## config.mk

```make
export PLATFORM = sky130hd
export DESIGN_NAME = sorted_list_insert
export DESIGN_NICKNAME = d
export VERILOG_FILES = /design/src/sv/sli_pkg.sv /design/src/sv/sli_cell.sv /design/src/sv/sorted_list_insert.sv
export SDC_FILE = /design/constraint.sdc
export NUM_CORES = 2
export LEC_CHECK = 0
export BUFFER_PORTS_ARGS = -buffer_cell sky130_fd_sc_hd__buf_2
export CORE_ASPECT_RATIO = 0.8
export CORE_MARGIN = 4
export CORE_UTILIZATION = 30
export DETAILED_ROUTE_END_ITERATION = 16
export PLACE_DENSITY = 0.47
export SYNTH_ARGS = -nofsm -noshare
export SYNTH_HDL_FRONTEND = slang
export SYNTH_SLANG_ARGS = --single-unit
```

## constraint.sdc

```tcl
create_clock -name clk_i -period 8.8 [get_ports clk_i]
set_input_delay 2.2 -clock clk_i [delete_from_list [all_inputs] [get_ports clk_i]]
set_output_delay 2.2 -clock clk_i [all_outputs]
set_load 0.01 [all_outputs]
```

## src/sv/sli_pkg.sv

```systemverilog
// shared types and constants for the sorted insertion list
// no dependencies; used by sli_cell and sorted_list_insert
package sli_pkg;

  localparam int unsigned ValW = 32;

  // per-cycle command broadcast to every cell of the chain
  typedef struct packed {
    logic ins;   // insert the new word at its sorted place
    logic rot;   // rotate occupied cells one place toward the head
  } cell_ctl_t;

endpackage

```

## src/sv/sli_cell.sv

```systemverilog
// one storage cell of the sorted chain: holds a word, compares it to the new word
// and takes a word from its neighbor on insert or rotate; uses sli_pkg
module sli_cell (
  input  logic                       clk_i,
  input  sli_pkg::cell_ctl_t         ctl_i,
  input  logic signed [sli_pkg::ValW-1:0] new_val_i,
  input  logic                       occ_i,       // this cell holds a live word
  input  logic                       prev_occ_i,  // cell toward the head is live
  input  logic                       prev_ge_i,   // cell toward the head is >= new word
  input  logic signed [sli_pkg::ValW-1:0] prev_val_i,
  input  logic                       next_occ_i,
  input  logic signed [sli_pkg::ValW-1:0] next_val_i,
  input  logic signed [sli_pkg::ValW-1:0] head_val_i,
  output logic                       ge_o,
  output logic signed [sli_pkg::ValW-1:0] val_o
);

  logic signed [sli_pkg::ValW-1:0] val_q, val_d;

  assign ge_o  = occ_i && (val_q >= new_val_i);
  assign val_o = val_q;

  always_comb begin
    val_d = val_q;
    if (ctl_i.ins) begin
      if (prev_ge_i) begin
        val_d = prev_val_i;
      end else if (ge_o || (!occ_i && prev_occ_i)) begin
        val_d = new_val_i;
      end
    end else if (ctl_i.rot && occ_i) begin
      // the last occupied cell picks up the old head word
      val_d = next_occ_i ? next_val_i : head_val_i;
    end
  end

  always_ff @(posedge clk_i) begin
    val_q <= val_d;
  end

endmodule

```

## src/sv/sorted_list_insert.sv

```systemverilog
// sorted insertion list: a chain of sli_cell instances plus listing control
// uses sli_pkg and sli_cell
//
// usage
//   input channel: in_valid_i / in_stall_o with kind_i and value_i. kind 0
//   inserts value_i before the first stored word that is >= it (equal words
//   end up newest first); an insert produces no output word and is dropped
//   silently when the store already holds CAPACITY words.
//   kind 1 lists the store: one output word per stored value, ascending,
//   last_o set on the final one. An empty store gives a single word with
//   item_value_o zero and both last_o and empty_res_o set.
//   output channel: out_valid_o / out_stall_i with item_value_o, last_o,
//   empty_res_o, driven straight from an output register.
// timing
//   an insert is written into the chain as it is accepted and leaves the input unstalled.
//   a listing sends one word per stored word (one for an empty store); the input
//   is stalled for that whole run. The head cell feeds the output register and
//   the chain rotates one place per word sent, so after the run the store is
//   back in its original order. The list item first sets the listing state; the
//   first word then goes from the head cell into the output register once that
//   register is free, and is offered from there.
// reset
//   clears the fill count, the listing state and the output valid; the cell
//   contents are not reset and are only ever read below the fill count.
// stalls
//   while out_stall_i is high the output word holds and the chain waits.
module sorted_list_insert #(
  parameter int unsigned CAPACITY = 16
) (
  input  logic                    clk_i,
  input  logic                    rst_ni,
  input  logic                    in_valid_i,
  output logic                    in_stall_o,
  input  logic                    kind_i,
  input  logic signed [31:0]      value_i,
  output logic                    out_valid_o,
  input  logic                    out_stall_i,
  output logic signed [31:0]      item_value_o,
  output logic                    last_o,
  output logic                    empty_res_o
);

  localparam int unsigned CntW = $clog2(CAPACITY + 1);

  // fill count and listing control
  logic [CntW-1:0] count_q, count_d;
  logic [CntW-1:0] idx_q, idx_d;
  logic            list_q, list_d;

  // output register
  logic                            out_valid_q, out_valid_d;
  logic signed [sli_pkg::ValW-1:0] out_val_q, out_val_d;
  logic                            out_last_q, out_last_d;
  logic                            out_empty_q, out_empty_d;

  // chain wiring
  sli_pkg::cell_ctl_t              ctl;
  logic                            occ      [CAPACITY];
  logic                            ge       [CAPACITY];
  logic signed [sli_pkg::ValW-1:0] cell_val [CAPACITY];

  logic in_accept;
  logic out_free;
  logic is_full;
  logic run_last;

  assign in_stall_o = list_q;
  assign in_accept  = in_valid_i && !list_q;
  assign out_free   = !out_valid_q || !out_stall_i;
  assign is_full    = (count_q == CntW'(CAPACITY));
  assign run_last   = ((idx_q + CntW'(1)) == count_q);

  // broadcast command for the cells
  always_comb begin
    ctl.ins = in_accept && !kind_i && !is_full;
    ctl.rot = list_q && out_free && (count_q != '0);
  end

  // cell occupancy as a thermometer of the fill count
  for (genvar k = 0; k < CAPACITY; k++) begin : g_occ
    assign occ[k] = (CntW'(k) < count_q);
  end

  for (genvar k = 0; k < CAPACITY; k++) begin : g_cell
    logic                            p_occ, p_ge, n_occ;
    logic signed [sli_pkg::ValW-1:0] p_val, n_val;

    if (k == 0) begin : g_head
      assign p_occ = 1'b1;
      assign p_ge  = 1'b0;
      assign p_val = value_i;
    end else begin : g_body
      assign p_occ = occ[k-1];
      assign p_ge  = ge[k-1];
      assign p_val = cell_val[k-1];
    end

    if (k == CAPACITY - 1) begin : g_tail
      assign n_occ = 1'b0;
      assign n_val = cell_val[0];
    end else begin : g_mid
      assign n_occ = occ[k+1];
      assign n_val = cell_val[k+1];
    end

    sli_cell u_cell (
      .clk_i      (clk_i),
      .ctl_i      (ctl),
      .new_val_i  (value_i),
      .occ_i      (occ[k]),
      .prev_occ_i (p_occ),
      .prev_ge_i  (p_ge),
      .prev_val_i (p_val),
      .next_occ_i (n_occ),
      .next_val_i (n_val),
      .head_val_i (cell_val[0]),
      .ge_o       (ge[k]),
      .val_o      (cell_val[k])
    );
  end

  always_comb begin
    count_d     = count_q;
    idx_d       = idx_q;
    list_d      = list_q;
    out_valid_d = out_valid_q && out_stall_i;
    out_val_d   = out_val_q;
    out_last_d  = out_last_q;
    out_empty_d = out_empty_q;

    if (ctl.ins) begin
      count_d = count_q + CntW'(1);
    end

    if (in_accept && kind_i) begin
      list_d = 1'b1;
      idx_d  = '0;
    end

    if (list_q && out_free) begin
      out_valid_d = 1'b1;
      if (count_q == '0) begin
        // empty store: a single flagged word
        out_val_d   = '0;
        out_last_d  = 1'b1;
        out_empty_d = 1'b1;
        list_d      = 1'b0;
      end else begin
        out_val_d   = cell_val[0];
        out_last_d  = run_last;
        out_empty_d = 1'b0;
        idx_d       = idx_q + CntW'(1);
        if (run_last) begin
          list_d = 1'b0;
        end
      end
    end
  end

  always_ff @(posedge clk_i or negedge rst_ni) begin
    if (!rst_ni) begin
      count_q     <= '0;
      idx_q       <= '0;
      list_q      <= 1'b0;
      out_valid_q <= 1'b0;
    end else begin
      count_q     <= count_d;
      idx_q       <= idx_d;
      list_q      <= list_d;
      out_valid_q <= out_valid_d;
    end
  end

  // output payload, held while stalled
  always_ff @(posedge clk_i) begin
    out_val_q   <= out_val_d;
    out_last_q  <= out_last_d;
    out_empty_q <= out_empty_d;
  end

  assign out_valid_o  = out_valid_q;
  assign item_value_o = out_val_q;
  assign last_o       = out_last_q;
  assign empty_res_o  = out_empty_q;

endmodule

```

* After elaboration in Yosys (flattened, before gate mapping)
Index checks and enable logic that the tools add are counted.
** Word-level totals
- Word-level logic and storage cells :: 289
- Output and inout port bits :: 36
- Register bits after elaboration :: 558
- Bits of input ports :: 37
** Cells by class
- Magnitude comparators :: 32
- Mux-type cells :: 87
- Equal/unequal tests :: 18
- Reductions and logical operators :: 127
- Add/sub/neg operators :: 2
** Operator list (count)
- $mux 32 :: 78
- $ge 32x32->1 :: 16
- $logic_and 1x1->1 :: 54
- $ne 3x1->1 const B :: 15
- $lt 4x5->1 const A :: 8
- $reduce_bool 2->1 :: 17
- $reduce_and 2->1 :: 15
- $logic_not 1->1 :: 21
- $lt 3x5->1 const A :: 4
- $logic_or 1x1->1 :: 17
- $mux 5 :: 3
- $add 5x1->5 const B :: 2
- $lt 1x5->1 const A :: 2
- $lt 2x5->1 const A :: 2
- $mux 1 :: 6
- $eq 5x5->1 :: 1
- $eq 5x5->1 const B :: 1
- $logic_not 5->1 :: 1
- $reduce_bool 5->1 :: 1
- $reduce_and 3->1 :: 1
- $ne 2x1->1 const B :: 1

* Depth between registers and ports, before layout
- Depth in word-level cells :: 7
- Gate-level depth with buffers :: 14
- Depth with buffers taken out :: 10

* Hierarchy
Synthesis repeated with hierarchy kept, for this count alone.
** Second synthesis, totals
- Cells, all modules :: 4993
- Area total of the unflattened synthesis :: 47889.7 um^2
** By module, submodules not included
- sli_cell at g_cell[0].u_cell ... :: area an instance 2862.7 um^2, sequential area each 960.9 um^2, cells each 302, instances 15
- sli_cell at g_cell[14].u_cell :: area an instance 2854.0 um^2, sequential area each 960.9 um^2, cells each 300, instances 1
- sorted_list_insert :: area an instance 2094.5 um^2, sequential area each 1321.3 um^2, cells each 163, instances 1

* Worst setup path after synthesis
OpenSTA, ideal clock, no wires.
- Kind :: input-to-reg
- Start :: in value_i[31]
- End :: reg g_cell[3].u_cell.val_q (netlist bit g_cell[3].u_cell.val_o[0]) (enable)
- Data required time :: 8.267 ns
- Data arrival time :: 7.982 ns
- Stages on the path :: 10
- Buffers on the path :: 1
- Library setup time :: 0.533 ns
- Slack :: 0.285 ns
- Path through :: clkbuf_1 inv_1 ha_1 nand4_2 nor4_4 nor3b_2 a21oi_1 nor4b_1 o21a_1 o311ai_0
** Between the ends
- Word-level cells in the longest chain between the ends :: 5
- Elaborated cells on any way between the ends :: 7
- Those cells by class :: 2 x order compare; 1 x eq/ne; 4 x reduce/logical
** RTL lines
- from (decl) :: RTL line sorted_list_insert.sv:35 : input logic signed [31:0] value_i,
- $ge 32x32->1 :: RTL line sli_cell.sv:20 : assign ge_o = occ_i && (val_q >= new_val_i);
- $logic_and 1x1->1 :: RTL line sli_cell.sv:20
- $logic_or 1x1->1 :: RTL line sli_cell.sv:28 : end else if (ge_o || (!occ_i && prev_occ_i)) begin
- $ne 3x1->1 (no line) *
- $reduce_and 2->1 (no line) *
- to (signal assigned) :: RTL line sli_cell.sv:38 : val_q <= val_d;
- to (decl) :: RTL line sli_cell.sv:18 : logic signed [sli_pkg::ValW-1:0] val_q, val_d;
Mark *: on every way between the ends. The rest lies on a longest branch, timed or not.
A chain may end at the register's enable or synchronous reset.

* Final worst setup path
- Start :: in value_i[20]
- End :: reg g_cell[12].u_cell.val_q (netlist bit g_cell[12].u_cell.val_o[4]) (enable)
** Between the ends
- Word-level cells in the longest chain between the ends :: 5
- Elaborated cells on any way between the ends :: 7
- Those cells by class :: 2 x order compare; 1 x eq/ne; 4 x reduce/logical
** RTL lines (RTL line)
- $ge 32x32->1 :: sli_cell.sv:20
- $logic_and 1x1->1 :: sli_cell.sv:20
- $logic_or 1x1->1 :: sli_cell.sv:28
- $ne 3x1->1 (no line) *
- $reduce_and 2->1 (no line) *
- to (signal assigned) :: sli_cell.sv:38
- to (decl) :: sli_cell.sv:18
Marks and branches as above.

==> metrics.md <==
| Metric | Value |
|---|---|
| Min Tclk post-route | `6510 ps` |
| Nets | `4748` |
| Hold path depth | `1` |
| Netlist cell types | `86` |
| M2 GR Usage | `36.0%` |
| # setup viols final | `0` |
| Worst Path Arrival | `6840 ps` |
| Synth Net Count | `4810` |
| Slowest stage cell, crit path | `nor4_1` |
| Status | `finished clean` |
| Worst skew pair latency | `680 ps` |
| WS Path Type | `primary input to flop` |
| # rows | `124` |
| Register area | `16700 um2` |
| CP top delay family | `compound AO/OA/AOI/OAI gates` |
| Max Slew Vio Count | `0` |
| CP max stage delay | `950 ps` |
| CP Depth | `12` |
| Core region area | `143000 um2` |
| Worst path bufs/invs | `4` |
| GR met3 Demand/Resource | `5.99%` |
| Power Total | `20.4 mW` |
| FFs w/ async S/R, synth | `2.15%` |
| CTS tree | `done` |
| CP cell instances | `buf_2 > inv_1 > buf_4 > ha_1 > nand4_1 > nor4_1 > o311a_1 > nor2_1 > a21o_1 > a31o_2 > a21oi_4 > buf_4` |
| Port bufs | `72` |
| DRT iter0 DRCs | `4946` |
| PwrDens | `421 nW/um2` |
| Post-route DRC | `0` |
| Worst Max-Slew Pin Slew | `1410 ps` |
| Max Cap Viol | `0` |
| Synth Warn # | `0` |
| Number of flops mapped to enable cells by yosys | `546` |
| Type of origin of the critical path | `primary input` |
| Global-route wire length before repair | `274000 um` |
| Setup repair bufs after CTS | `0` |
| Placer Congestion | `0.939` |
| Top_reg_cell synth | `edfxtp_1` |
| Initial antenna violation count | `11` |
| Fill count | `14400` |
| H-tree depth | `3` |
| Setup TNS | `0 ps` |
| Fin area | `48500 um2` |
| Reg2Reg Depth | `10` |
| P_leak | `18.1 nW` |
| Setup WS pre-CTS | `1640 ps` |
| First drt pass iteration count | `6` |
| I/O Pins | `73` |
| Vias per Instance | `6.16` |
| Layout area overhead | `11.9%` |
| WP data required | `9130 ps` |
| Dpl hpwl | `139000 um` |
| Wire per inst | `31.8 um` |
| Effective utilization at floorplan | `30.3%` |
| Unrepaired setup endpoints after global routing | `no` |
| Largest net degree at the start of global routing | `151` |
| Total gr overflow | `0` |
| Post-DP Area | `46000 um2` |
| Synthesized area | `43300 um2` |
| Num CTS Buffers | `74` |
| Clock buffer depth | `3` |
| HP Class | `flop to flop` |
| Peak Freq | `0.154 GHz` |
| Die X | `433 um` |
| Antenna-violating nets left | `0` |
| Multi-input gate area | `25300 um2` |
| Clk sinks | `558` |
| Crit-path max FO | `17` |
| DIE AREA | `151000 um2` |
| CTS clk-pin slew, worst paths | `60 ps` |
| Sequential element share of the synthesized area | `38.5%` |
| Tot GR Track Use | `25.1%` |
| Vias in the first global route | `34900` |
| Final worst slack | `2290 ps` |
| Share of cells above drive strength 1 | `11.0%` |
| Most used cell, CP | `buf_4` |
| Hold_buf cts | `0` |
| Synthesized area per cell | `10.2 um2` |
| Post-CTS sizing | `0` |
| Final period utilization | `73.9%` |
| Slew HR | `5.00%` |
| Final wirelength | `195000 um` |
| CTS root buf | `clkbuf_16` |
| Synthesized flop and latch total | `558` |
| Setup Skew | `37.3 ps` |
| Post-synthesis cell count | `4258` |
| Met1 usage | `37.4%` |
| Hold Vio Cnt, Final | `0` |
| Peak supply drop | `0.331 mV` |
| DR vias | `37800` |
| GR peak layer | `met1` |
| Die Height | `348 um` |
| CP Capture Type | `flop` |
## cell families after synthesis
group                    after synthesis  share of synthesized area, %
AND/OR/NAND/NOR                     1117                          13.2
XOR/XNOR                              14                         0.283
AO/OA/AOI/OAI                       1197                          18.8
flip-flops                           558                          38.5
adder cells (fa/ha/maj)              515                          14.9
multiplexers                         441                          10.3
buffers and inverters                416                          4.05
## final timing paths
kind,end,slack [ps],from
worst min-delay path,idx_q[3],540,idx_q[3]
worst max register to register,g_cell[6].u_cell.val_o[6],3520,count_q[4]
worst max-delay path,g_cell[12].u_cell.val_o[4],2290,value_i[20]
max in group asynchronous,count_q[4],7100,rst_ni
worst min register to register,idx_q[3],540,idx_q[3]
min in group asynchronous,count_q[1],1420,rst_ni
## layout make-up
type                    instances  area share, %
inverters                      72          0.558
flip-flops and latches        558           34.5
well taps                    1890           4.88
multi-input cells            3284           52.1
diodes                          3         0.0155
repair buffers                206           3.00
clock buffers                  99           4.23
clock inverters                32          0.751
## flip-flops by register name, indices dropped and copies added, names as in the netlist
register and count:
idx_q 5, out_valid_o 1, empty_res_o 1, g_cell.u_cell.val_o 512, in_stall_o 1, count_q 5, item_value_o 32, last_o 1
## layout by cell type (no fill, tap or decap), types with 13 or more instances in the layout
cell type  instances
a221oi_1         200
nand4_1          103
a211oi_1         137
inv_1             70
a221oi_2          31
ha_1             515
edfxtp_1         546
mux2i_1          410
clkbuf_16         77
and4_1            13
nand3_1           56
nor3_1           219
nand2_1          322
and3_1            33
mux2_2            31
o211ai_1          19
clkbuf_1          18
o21ai_0          135
nor2_1            89
a21oi_1          443
buf_4            127
buf_2             72
o221a_2           32
nor2b_1          172
a21o_1            36
clkinv_1          13
nor4_1            51
o21ai_1           42
## power breakdown
group / leakage [nW] / total (mW) / switching [mW] / internal [mW]
Combinational: 11.7 / 10.8 / 7.04 / 3.73
Sequential: 5.21 / 6.44 / 1.55 / 4.90
Clock: 1.17 / 3.18 / 1.31 / 1.86
Total: 18.1 / 20.4 / 9.90 / 10.5
## per-layer routing
layer | part of all wire, % | wire length (um)
met5 | 0.018 | 36
met4 | 2.9 | 5570
met3 | 10 | 19500
met2 | 41 | 80700
met1 | 46 | 89300
## per-stage QoR
step	instances	hold WS (ps)	util (%)
after floorplan	4258	488	-
after global placement	6010	520	32.1
after detailed placement	6010	524	32.2
after CTS	6141	534	33.8
after global routing	6141	550	33.8
final	6144	538	33.8
## synthesized netlist by cell type, types with 5 or more instances
cell type	instances	share of area (%)
o21a_1	12	0.21
buf_4	11	0.19
a22oi_1	5	0.087
ha_1	515	15
buf_1	23	0.20
a2111oi_0	10	0.20
edfxtp_1	546	38
and2_1	5	0.072
nand2_1	323	2.8
a31oi_1	9	0.13
o21ai_1	42	0.49
inv_1	70	0.61
nand2b_1	8	0.12
o211ai_1	19	0.33
a221oi_2	31	1.1
mux2_2	31	0.81
nor2_1	94	0.81
o31ai_1	5	0.087
nand3_1	56	0.65
buf_6	11	0.29
o221a_2	32	0.83
xnor2_1	7	0.14
a21o_1	37	0.64
dfrtp_1	12	0.69
a21boi_0	8	0.14
a221oi_1	200	4.0
o21ai_0	137	1.6
clkbuf_1	245	2.1
a21oi_1	449	5.2
a311oi_1	7	0.14
mux2i_1	410	9.5
and4_1	13	0.26
buf_2	54	0.62
or3_1	8	0.12
o22ai_1	5	0.072
nand4_1	103	1.5
nor3_1	220	2.5
nor4_1	52	0.75
and3_1	33	0.48
a221o_1	5	0.12
nor2b_1	172	2.5
xor2_1	7	0.14
a211oi_1	138	2.4
No activity file was read; power rests on OpenSTA's default activity.
